===== src/ps2_bus_frame_monitor_defines.svh =====
// Assertion macros for the PS/2 bus frame monitor.
// Each macro assumes clk and rst are visible in the module that uses it.
`ifndef PS2_BUS_FRAME_MONITOR_DEFINES_SVH
`define PS2_BUS_FRAME_MONITOR_DEFINES_SVH

`ifndef SYNTHESIS

// Same-cycle implication
`define PS2BFM_ASSERT_IMP(lbl, ante, cons) \
  lbl: assert property (@(posedge clk) disable iff (rst) (ante) |-> (cons)) \
    else $error("ps2_bus_frame_monitor: assertion failed");

// Next-cycle implication
`define PS2BFM_ASSERT_NEXT(lbl, ante, cons) \
  lbl: assert property (@(posedge clk) disable iff (rst) (ante) |=> (cons)) \
    else $error("ps2_bus_frame_monitor: assertion failed");

`else

`define PS2BFM_ASSERT_IMP(lbl, ante, cons)
`define PS2BFM_ASSERT_NEXT(lbl, ante, cons)

`endif

`endif


===== src/ps2bfm_pkg.sv =====
`default_nettype none

package ps2bfm_pkg;

  // Frame tracking phases
  typedef enum logic [2:0] {
    PH_IDLE,
    PH_H_DATA,
    PH_H_STOP,
    PH_H_ACKFALL,
    PH_H_ACKRISE,
    PH_D_DATA,
    PH_D_NEXT
  } phase_t;

  // Register indexes on the config port
  localparam logic REG_HOST_EDGE   = 1'b0;
  localparam logic REG_DEVICE_EDGE = 1'b1;

  // Result kinds
  localparam logic KIND_FRAME = 1'b0;
  localparam logic KIND_ACK   = 1'b1;

  // Edge select codes
  localparam logic EDGE_RISE = 1'b0;
  localparam logic EDGE_FALL = 1'b1;

  // Frame bit counts
  localparam logic [3:0] HOST_DATA_END  = 4'd10;
  localparam logic [3:0] FRAME_BITS_END = 4'd11;
  localparam logic [3:0] BIT_INDEX_MAX  = 4'd15;
  localparam int         FRAME_BITS_W   = 12;

  localparam int QUEUE_DEPTH = 4;

  // One classified sample handed from front to back
  typedef struct packed {
    logic data_level;
    logic c_rise;
    logic c_fall;
    logic d_rise;
    logic d_fall;
  } evt_t;

  // One result item
  typedef struct packed {
    logic       event_kind;
    logic [7:0] frame_byte;
    logic       host_to_device;
    logic       parity_good;
    logic       stop_level;
    logic       ack_level;
  } result_t;

endpackage

`default_nettype wire


===== src/ps2_bus_frame_monitor.sv =====
// The frame tracker takes an accepted item from the queue when its result slot
// is free and registers its result, which is then valid on the master side.
// Throughput: one item per cycle unless the queue is full; a four-entry queue
// between edge detection and the frame tracker absorbs short master-side stalls.
// Reset: synchronous, active high; clears edge history, frame state, queue and
// output, and sets the sample-edge registers to rising (host), falling (device).
`default_nettype none

module ps2_bus_frame_monitor #(
  parameter int QueueDepth = ps2bfm_pkg::QUEUE_DEPTH
) (
  input  wire         clk,
  input  wire         rst,
  // config
  input  wire         cfg_we,
  input  wire         cfg_index,
  input  wire         cfg_data,
  // sample input
  input  wire         s_tvalid,
  output logic        s_tready,
  input  wire  [7:0]  s_tdata,   // [0] clk_level, [1] data_level, [7:2] zero
  // result output
  output logic        m_tvalid,
  input  wire         m_tready,
  // [7:0] frame_byte, [8] host_to_device, [9] parity_good, [10] stop_level,
  // [11] ack_level, [15:12] zero
  output logic [15:0] m_tdata,
  output logic        m_tuser    // [0] event_kind
);
  import ps2bfm_pkg::*;

  logic    push;
  evt_t    push_evt;
  logic    q_full;
  logic    q_valid;
  evt_t    q_head;
  logic    q_pop;
  result_t res;

  ps2bfm_front u_front (
    .clk        (clk),
    .rst        (rst),
    .in_valid   (s_tvalid),
    .in_ready   (s_tready),
    .clk_level  (s_tdata[0]),
    .data_level (s_tdata[1]),
    .push       (push),
    .push_evt   (push_evt),
    .q_full     (q_full)
  );

  ps2bfm_queue #(
    .Depth (QueueDepth)
  ) u_queue (
    .clk      (clk),
    .rst      (rst),
    .push     (push),
    .push_evt (push_evt),
    .full     (q_full),
    .valid    (q_valid),
    .head     (q_head),
    .pop      (q_pop)
  );

  ps2bfm_back u_back (
    .clk        (clk),
    .rst        (rst),
    .cfg_we     (cfg_we),
    .cfg_index  (cfg_index),
    .cfg_data   (cfg_data),
    .q_valid    (q_valid),
    .q_head     (q_head),
    .q_pop      (q_pop),
    .out_valid  (m_tvalid),
    .out_ready  (m_tready),
    .out_result (res)
  );

  // Pack result fields
  assign m_tuser = res.event_kind;
  assign m_tdata = {4'b0000, res.ack_level, res.stop_level, res.parity_good,
                    res.host_to_device, res.frame_byte};

endmodule

`default_nettype wire


===== src/ps2bfm_front.sv =====
`default_nettype none

module ps2bfm_front (
  input  wire                 clk,
  input  wire                 rst,
  input  wire                 in_valid,
  output logic                in_ready,
  input  wire                 clk_level,
  input  wire                 data_level,
  output logic                push,
  output ps2bfm_pkg::evt_t    push_evt,
  input  wire                 q_full
);
  import ps2bfm_pkg::*;

  logic primed;
  logic prev_clk;
  logic prev_data;
  logic accept;

  assign in_ready = ~q_full;
  assign accept   = in_valid & in_ready;

  // Edge classification against the previous sample
  assign push                = accept & primed;
  assign push_evt.data_level = data_level;
  assign push_evt.c_rise     = ~prev_clk & clk_level;
  assign push_evt.c_fall     = prev_clk & ~clk_level;
  assign push_evt.d_rise     = ~prev_data & data_level;
  assign push_evt.d_fall     = prev_data & ~data_level;

  // Previous levels; the first item only primes them
  always_ff @(posedge clk) begin
    if (rst) begin
      primed    <= 1'b0;
      prev_clk  <= 1'b0;
      prev_data <= 1'b0;
    end else if (accept) begin
      primed    <= 1'b1;
      prev_clk  <= clk_level;
      prev_data <= data_level;
    end
  end

endmodule

`default_nettype wire


===== src/ps2bfm_queue.sv =====
`default_nettype none
`include "ps2_bus_frame_monitor_defines.svh"

module ps2bfm_queue #(
  parameter int Depth = ps2bfm_pkg::QUEUE_DEPTH
) (
  input  wire               clk,
  input  wire               rst,
  input  wire               push,
  input  ps2bfm_pkg::evt_t  push_evt,
  output logic              full,
  output logic              valid,
  output ps2bfm_pkg::evt_t  head,
  input  wire               pop
);
  import ps2bfm_pkg::*;

  localparam int PtrW = (Depth > 1) ? $clog2(Depth) : 1;
  localparam int CntW = $clog2(Depth + 1);
  localparam logic [PtrW-1:0] PtrLast = PtrW'(Depth - 1);
  localparam logic [CntW-1:0] CntFull = CntW'(Depth);

  evt_t            mem [Depth];
  logic [PtrW-1:0] wr_ptr;
  logic [PtrW-1:0] rd_ptr;
  logic [CntW-1:0] count;

  assign full  = (count == CntFull);
  assign valid = (count != '0);
  assign head  = mem[rd_ptr];

  // Storage
  always_ff @(posedge clk) begin
    if (push) begin
      mem[wr_ptr] <= push_evt;
    end
  end

  // Pointers and fill count
  always_ff @(posedge clk) begin
    if (rst) begin
      wr_ptr <= '0;
      rd_ptr <= '0;
      count  <= '0;
    end else begin
      if (push) begin
        wr_ptr <= (wr_ptr == PtrLast) ? '0 : wr_ptr + 1'b1;
      end
      if (pop) begin
        rd_ptr <= (rd_ptr == PtrLast) ? '0 : rd_ptr + 1'b1;
      end
      case ({push, pop})
        2'b10:   count <= count + 1'b1;
        2'b01:   count <= count - 1'b1;
        default: count <= count;
      endcase
    end
  end

  `PS2BFM_ASSERT_IMP(a_no_push_full, push, !full)
  `PS2BFM_ASSERT_IMP(a_no_pop_empty, pop, valid)
  `PS2BFM_ASSERT_IMP(a_count_range, 1'b1, count <= CntFull)

endmodule

`default_nettype wire


===== src/ps2bfm_back.sv =====
`default_nettype none
`include "ps2_bus_frame_monitor_defines.svh"

module ps2bfm_back (
  input  wire                  clk,
  input  wire                  rst,
  input  wire                  cfg_we,
  input  wire                  cfg_index,
  input  wire                  cfg_data,
  input  wire                  q_valid,
  input  ps2bfm_pkg::evt_t     q_head,
  output logic                 q_pop,
  output logic                 out_valid,
  input  wire                  out_ready,
  output ps2bfm_pkg::result_t  out_result
);
  import ps2bfm_pkg::*;

  logic host_sample_edge;
  logic device_sample_edge;

  phase_t                  phase, phase_next;
  logic [3:0]              bit_index, bit_index_next;
  logic [FRAME_BITS_W-1:0] frame_bits, frame_bits_next;
  logic                    host_dir, host_dir_next;
  logic                    host_start_armed, host_start_armed_next;

  logic    store, start, emit;
  logic    emit_kind, emit_ack;
  logic    edge_hit;
  logic    d;
  result_t res;

  // Config registers
  always_ff @(posedge clk) begin
    if (rst) begin
      host_sample_edge   <= EDGE_RISE;
      device_sample_edge <= EDGE_FALL;
    end else if (cfg_we) begin
      case (cfg_index)
        REG_HOST_EDGE:   host_sample_edge   <= cfg_data;
        REG_DEVICE_EDGE: device_sample_edge <= cfg_data;
        default:         ;
      endcase
    end
  end

  // Take a sample whenever the result slot can accept
  assign q_pop = q_valid & (~out_valid | out_ready);
  assign d     = q_head.data_level;

  // Frame state machine
  always_comb begin
    phase_next            = phase;
    host_dir_next         = host_dir;
    host_start_armed_next = host_start_armed;
    store                 = 1'b0;
    start                 = 1'b0;
    emit                  = 1'b0;
    emit_kind             = KIND_FRAME;
    emit_ack              = 1'b0;
    edge_hit              = 1'b0;

    case (phase)
      PH_IDLE: begin
        if (host_start_armed) begin
          if (q_head.c_rise && !d) begin
            host_start_armed_next = 1'b0;
            start                 = 1'b1;
            host_dir_next         = 1'b1;
            phase_next            = PH_H_DATA;
          end
        end else if (q_head.c_fall && !q_head.d_rise) begin
          start         = 1'b1;
          host_dir_next = q_head.d_fall | d;
          phase_next    = (q_head.d_fall | d) ? PH_H_DATA : PH_D_DATA;
        end
      end
      PH_H_DATA: begin
        edge_hit = (host_sample_edge == EDGE_FALL) ? q_head.c_fall : q_head.c_rise;
        if (edge_hit) begin
          store = 1'b1;
          if (bit_index_next == HOST_DATA_END) begin
            phase_next = PH_H_STOP;
          end
        end
      end
      PH_H_STOP: begin
        if (q_head.c_rise) begin
          store      = 1'b1;
          emit       = 1'b1;
          phase_next = PH_H_ACKFALL;
        end
      end
      PH_H_ACKFALL: begin
        if (q_head.c_fall) begin
          store      = 1'b1;
          phase_next = PH_H_ACKRISE;
        end
      end
      PH_H_ACKRISE: begin
        if (q_head.c_rise) begin
          emit          = 1'b1;
          emit_kind     = KIND_ACK;
          emit_ack      = frame_bits[FRAME_BITS_W-1];
          host_dir_next = 1'b0;
          phase_next    = PH_IDLE;
        end
      end
      PH_D_DATA: begin
        edge_hit = (device_sample_edge == EDGE_FALL) ? q_head.c_fall : q_head.c_rise;
        if (edge_hit) begin
          store = 1'b1;
          if (bit_index_next == FRAME_BITS_END) begin
            emit       = 1'b1;
            phase_next = PH_D_NEXT;
          end
        end
      end
      PH_D_NEXT: begin
        if (q_head.d_fall) begin
          host_start_armed_next = 1'b1;
          host_dir_next         = 1'b1;
          phase_next            = PH_IDLE;
        end else if (q_head.c_rise) begin
          host_start_armed_next = 1'b0;
          host_dir_next         = 1'b0;
          phase_next            = PH_IDLE;
        end
      end
      default: begin
        phase_next = PH_IDLE;
      end
    endcase
  end

  // Bit store: a frame start stores the start bit at position zero
  always_comb begin
    frame_bits_next = frame_bits;
    bit_index_next  = bit_index;
    if (start) begin
      frame_bits_next    = '0;
      frame_bits_next[0] = d;
      bit_index_next     = 4'd1;
    end else if (store) begin
      for (int i = 0; i < FRAME_BITS_W; i++) begin
        if (bit_index == 4'(i)) begin
          frame_bits_next[i] = d;
        end
      end
      if (bit_index != BIT_INDEX_MAX) begin
        bit_index_next = bit_index + 4'd1;
      end
    end
  end

  // Result fields; byte, parity and stop level come from the updated frame bits
  always_comb begin
    res.event_kind     = emit_kind;
    res.frame_byte     = frame_bits_next[8:1];
    res.host_to_device = host_dir;
    res.parity_good    = ^frame_bits_next[9:1];
    res.stop_level     = frame_bits_next[10];
    res.ack_level      = emit_ack;
  end

  // State registers
  always_ff @(posedge clk) begin
    if (rst) begin
      phase            <= PH_IDLE;
      bit_index        <= '0;
      frame_bits       <= '0;
      host_dir         <= 1'b0;
      host_start_armed <= 1'b0;
    end else if (q_pop) begin
      phase            <= phase_next;
      bit_index        <= bit_index_next;
      frame_bits       <= frame_bits_next;
      host_dir         <= host_dir_next;
      host_start_armed <= host_start_armed_next;
    end
  end

  // Output register
  always_ff @(posedge clk) begin
    if (rst) begin
      out_valid <= 1'b0;
    end else if (q_pop) begin
      out_valid <= emit;
    end else if (out_ready) begin
      out_valid <= 1'b0;
    end
  end

  always_ff @(posedge clk) begin
    if (q_pop && emit) begin
      out_result <= res;
    end
  end

  `PS2BFM_ASSERT_IMP(a_emit_phase, q_pop && emit,
    phase == PH_H_STOP || phase == PH_H_ACKRISE || phase == PH_D_DATA)
  `PS2BFM_ASSERT_IMP(a_bit_index_range, 1'b1, bit_index <= 4'd12)
  `PS2BFM_ASSERT_IMP(a_armed_idle, host_start_armed, phase == PH_IDLE)
  `PS2BFM_ASSERT_NEXT(a_ack_is_host, q_pop && emit && emit_kind == KIND_ACK,
    out_valid && out_result.host_to_device)

endmodule

`default_nettype wire

===== config.mk =====
export PLATFORM = sky130hd
export DESIGN_NAME = ps2_bus_frame_monitor
export DESIGN_NICKNAME = d
export VERILOG_FILES = /design/src/ps2bfm_pkg.sv /design/src/ps2_bus_frame_monitor.sv /design/src/ps2bfm_front.sv /design/src/ps2bfm_queue.sv /design/src/ps2bfm_back.sv
export VERILOG_INCLUDE_DIRS = /design/src /design/src/src
export SDC_FILE = /design/constraint.sdc
export NUM_CORES = 1
export LEC_CHECK = 0
export CAP_MARGIN = 20
export CORE_MARGIN = 3
export CORE_UTILIZATION = 30
export CTS_BUF_LIST = sky130_fd_sc_hd__clkbuf_8
export CTS_CLUSTER_DIAMETER = 50
export DETAILED_ROUTE_END_ITERATION = 10
export DONT_BUFFER_PORTS = 1
export REMOVE_ABC_BUFFERS = 1
export SLEW_MARGIN = 20
export SYNTH_ARGS = -nofsm -noshare
export SYNTH_HDL_FRONTEND = slang
export SYNTH_SLANG_ARGS = --single-unit
export TNS_END_PERCENT = 10

===== constraint.sdc =====
create_clock -name clk -period 3.1 [get_ports clk]
set_input_delay 0.465 -clock clk [delete_from_list [all_inputs] [get_ports clk]]
set_output_delay 0.465 -clock clk [all_outputs]
set_load 0.02 [all_outputs]

; Yosys cells after proc, flatten, opt, wreduce, memory -nomap -nowiden
; Memory sizes are Yosys's and may differ from the RTL's. A register that Yosys moved wholly into a read port is not among the register bits.
; Index checks and enable logic that the tools add are counted.
; Widths: inputs -> output; s select.
[classes]
n_eq_ne = 34
n_reduce_logical = 23
mux = 64
bitwise = 16
addsub = 5
[ops]
columns = cell, n
row1 = $mux 1, 37
row2 = $mux 3, 12
row3 = $eq 4x4->1 const B, 6
row4 = $mux 12, 2
row5 = $pmux 3 s7, 1
row6 = $eq 4x3->1 const B, 4
row7 = $eq 3x3->1 const B, 4
row8 = $mux 4, 3
row9 = $ne 2x1->1 const B, 6
row10 = $reduce_bool 2->1, 5
row11 = $reduce_and 9->1, 1
row12 = $reduce_xor 9->1, 1
row13 = $eq 4x2->1 const B, 2
row14 = $mux 2, 4
row15 = $and 1x1->1, 7
row16 = $not 1->1, 7
row17 = $eq 2x2->1 const B, 3
row18 = $eq 3x2->1 const B, 2
row19 = $ne 3x1->1 const B, 2
row20 = $pmux 3 s2, 1
row21 = $reduce_and 2->1, 3
row22 = $reduce_and 3->1, 2
row23 = $reduce_bool 3->1, 2
row24 = $add 2x1->2 const B, 2
row25 = other kinds (18), 23
[word_totals]
mem_count = 1
mem_bits_rw = 20
word_cells = 164
in_bits = 15
output_inout_bits = 19
reg_bits = 46
[mem_list]
columns = memory, depth, word_bits, rd, rd_clocked_by_memory_dff, write_ports, line
row1 = u_queue.mem, 4, 5, 1, 1, 1, ps2bfm_queue.sv:23  ; evt_t mem [Depth];

; Logic depth before layout (Yosys ltp)
[logic_depth]
depth_word = 11
depth_mapped = 11
mapped_depth_nobuf = 10

; Hierarchy
; Synthesis repeated with hierarchy kept, for this count alone.
[unflattened]
cells_unflattened = 332
hier_area_um2 = 3449.6
[by_module_without_submodules]
columns = module, area_per_inst_um2, cells_per_inst, seq_area_each_um2, instances
row1 = ps2bfm_back, 2079.5, 239, 850.8, 1
row2 = ps2bfm_queue, 1164.9, 70, 780.7, 1
row3 = ps2bfm_front, 171.4, 18, 60.1, 1
row4 = ps2_bus_frame_monitor, 33.8, 5, 0.0, 1

; Worst setup path before layout
; No wires, ideal clock.
[synth_path]
path_type = register to register
start = register (tool-made name)
end = register u_back.out_result[0] in the netlist's numbering (enable)
setup_ns = 0.349
required_time_ns = 2.751
arrival_ns = 2.349
setup_slack_ns = 0.402
stages_incl_launch_ff = 10
path_buffers = 1
synth_period_minus_slack_ns = 2.698
path_cell_list = dfxtp_1 buf_6 mux4_2 o31ai_4 o21ai_4 and2_1 mux2i_1 nor3_1 a41oi_1 inv_1
[synth_lines]
columns = element, line
row1 = to (signal assigned), ps2bfm_back.sv:197  ; out_result <= res;
row2 = to (decl), ps2bfm_back.sv:15  ; output ps2bfm_pkg::result_t out_result

==> impl_metrics.yaml <==
critical_path:
  cp-start-kind: "flip-flop"
  arrival_ps: 3020
  cp.required_ps: 3270
  critPathCaptureType: "flip-flop"
  worstPathMaxFanout: 12
  path_class: "flip-flop to flip-flop"
yosys:
  synth_cells: 391
  synth.cell_area_um2: 3730
  ys_seq_elements: 68
  netlist_top_cells_area: "edfxtp_1, dfxtp_1, mux2i_1, a21oi_1, nand2_1"
  ys.flop_type: "dfxtp_1"
  synth_cell_types: 61
  yosys-top-cells-count: "nand2_1, dfxtp_1, a21oi_1"
  synth_edf_count: 33
  yosysTopAreaCell: "edfxtp_1"
  ys_seq_area_frac: 0.4535
  syn_area_per_cell_um2: 9.539
  synth_top_area_frac: 0.2657
  synthArstFlopShare: 0
  yosysWarnings: 0
  synth.most_common_cell: "nand2_1"
pwr:
  p_total_mw: 2.888
  p_leak_nw: 1.444
  peakVddDrop_mv: 0.3259
  power.density_nw_per_um2: 685.9
clocking:
  path_clk_slew_ps: 90
  post_cts_buffers: 0
  clockRootBuffer: "clkbuf_8"
  htreeDepth: 3
  clock_latency_ps: 350
  cts.path.max_buffers: 2
  clock-sinks: 68
  cts_buffers: 9
  cts_tree: "yes"
sta:
  fmax_ghz: 0.3512
  hold_viol: 0
  setup_viol: 0
  setup_slack_ps: 253.0
  slew_headroom: 0.6141
  period_needed_ps: 2847
  rsz0062_at_grt: "no"
  period_share: 0.9184
  finalMaxSlewViolations: 0
  tightest_slew_ps: 576.7
  fin_skew_ps: 12.30
global_routing:
  grt_max_degree: 32
  grtUsageTotal: 0.1241
  first_global_vias: 2734
  grt_pass1_wl_um: 13960
  antenna_found_initial: 0
  overflow: 0
route:
  vias_per_cell: 5.072
  final_antenna_net_count: 0
  drt-pass1-iter-count: 5
  wl_met3_um: 498
  drcViolationCount: 0
  vias: 2901
  routed.top_layer: "met4"
  wirelength_um: 8506
  met1_length_um: 3929
  wl_met2_um: 4017
  drt_first_iter_violations: 152
  wl_per_cell_um: 14.87
placement:
  hpwlAfterDp_um: 5969
  preCtsSetupSlack_ps: 172.4
  io_buffers: 0
  routabilityCongestion: 0.8705
floorplan:
  die_height_um: 117.5
  core_area_um2: 12060
  ios: 34
  start_util: 0.3092
  dieWidth_um: 117.5
  dieArea_um2: 13810
  rows: 40
run:
  max_cap_violations: 0
finish:
  final_util: 0.3491
  diodes: 0
  syn_to_final_growth_pct: 12.88
  layout-drive-gt1-share: 0.1188
  num-nets-final: 425
run_status:
  status: "complete, no violations"
worst_hold_path:
  hold_class: "input port to flip-flop"
==> placed cells by master (no fill, tap or decap), types with 2 or more instances in the layout <==
| master | Yosys | layout |
|---|---|---|
| o22ai_1 | 5 | 5 |
| and2_1 | 5 | 5 |
| o22a_1 | 2 | 2 |
| clkbuf_8 | 0 | 10 |
| nor4_1 | 2 | 2 |
| a31oi_1 | 4 | 4 |
| nor4b_1 | 2 | 2 |
| conb_1 | 1 | 4 |
| nand3_1 | 19 | 19 |
| nand4_1 | 4 | 4 |
| a41oi_1 | 3 | 3 |
| o211ai_1 | 2 | 2 |
| mux2i_1 | 18 | 18 |
| a32oi_1 | 3 | 3 |
| nor2b_1 | 13 | 13 |
| a211oi_1 | 4 | 4 |
| nor2_1 | 28 | 28 |
| nand2_1 | 41 | 41 |
| inv_1 | 16 | 16 |
| and3_1 | 3 | 3 |
| bufinv_16 | 0 | 2 |
| edfxtp_1 | 33 | 33 |
| mux2_2 | 2 | 2 |
| nor3_1 | 12 | 11 |
| nand2b_1 | 7 | 7 |
| a21oi_1 | 34 | 34 |
| xor2_1 | 4 | 4 |
| buf_4 | 5 | 18 |
| nor3b_1 | 5 | 5 |
| clkinv_4 | 0 | 3 |
| or3_1 | 4 | 4 |
| mux4_2 | 3 | 3 |
| a21o_1 | 2 | 2 |
| o21ai_0 | 14 | 14 |
| dfxtp_1 | 35 | 35 |
| ha_1 | 10 | 10 |
==> cell type report <==
type,instances,area (um^2)
fill,1236,7851
multi-input combinational,286,1881
sequential,68,1692
tap,168,210.2
clock buffer,10,137.6
timing repair buffer,18,135.1
clock inverter,6,95.09
inverter,16,60.06
==> final timing paths <==
check                                                   from                                 to  slack [ps]  depth (start not counted)
worst max-delay path                               flip-flop     u_back.out_result[2]$_DFFE_PP_         250                          9
worst min-delay path                                     rst  u_back.frame_bits[1]$_SDFFE_PP0P_         170                          1
worst max register to register                     flip-flop     u_back.out_result[2]$_DFFE_PP_         250                          9
worst min register to register  u_back.host_dir$_SDFFE_PP0P_     u_back.out_result[3]$_DFFE_PP_         430                          0
==> state kept, by name, summed over array words and instances, names as in the netlist, 2 cells and up, named ones only <==
register and count:
u_queue.wr_ptr 2, u_back.out_result 13, u_queue.rd_ptr 2, u_back.frame_bits 11
u_back.bit_index 4, u_queue.mem 20, u_queue.count 3, u_back.phase 3
==> what timing repair did <==
action | 4_1_cts | 5_1_grt
endpoints found under the setup margin | 0 | 13
endpoints found under the hold margin | 0 | 0
hold buffers | 0 | 0
gates resized for setup | 0 | 2
==> where the power goes <==
part           internal [mW]  switching, mW
combinational          0.350          0.572
sequential              1.02         0.0872
clock                  0.482          0.373
==> cell families after synthesis <==
logic type	after synthesis	synth area share
buffers and inverters	40	0.04831
AOI/OAI and AO/OA	89	0.1577
adders and majority gates	11	0.03891
DFF	68	0.4535
muxes	24	0.07950
xor gates and xnor gates	5	0.01174
other	1	0.001005
and+or+nand+nor	153	0.2093
==> per-layer routing <==
layer	vias to the layer above	global-route usage
li1	1436	-
met1	1387	0.1637
met2	73	0.2005
met3	5	0.03748
met4	0	0.03077
met5	-	0
==> stage by stage <==
step / instance area [um^2] / instances / setup TNS, ps / hold WS, ps
2_1_floorplan: 3621 / 370 / -44.92 / 401.9
3_3_place_gp: 3971 / 556 / 0 / 419.3
3_5_place_dp: 3971 / 556 / 0 / 421.6
4_1_cts: 4204 / 572 / 0 / 155.6
5_1_grt: 4210 / 572 / 0 / 151.6
6_report: 4210 / 572 / 0 / 172.9
==> critical path, cell delays in order (launching register included) <==
cell and delay (ps):
dfxtp_1 470, mux4_2 670, o31ai_4 120, o21ai_4 130
buf_4 200, nand3_1 110, mux2i_1 290, xor2_1 250
xnor2_1 170, mux2i_1 270
Note: power is estimated with default switching activity, not from simulation.
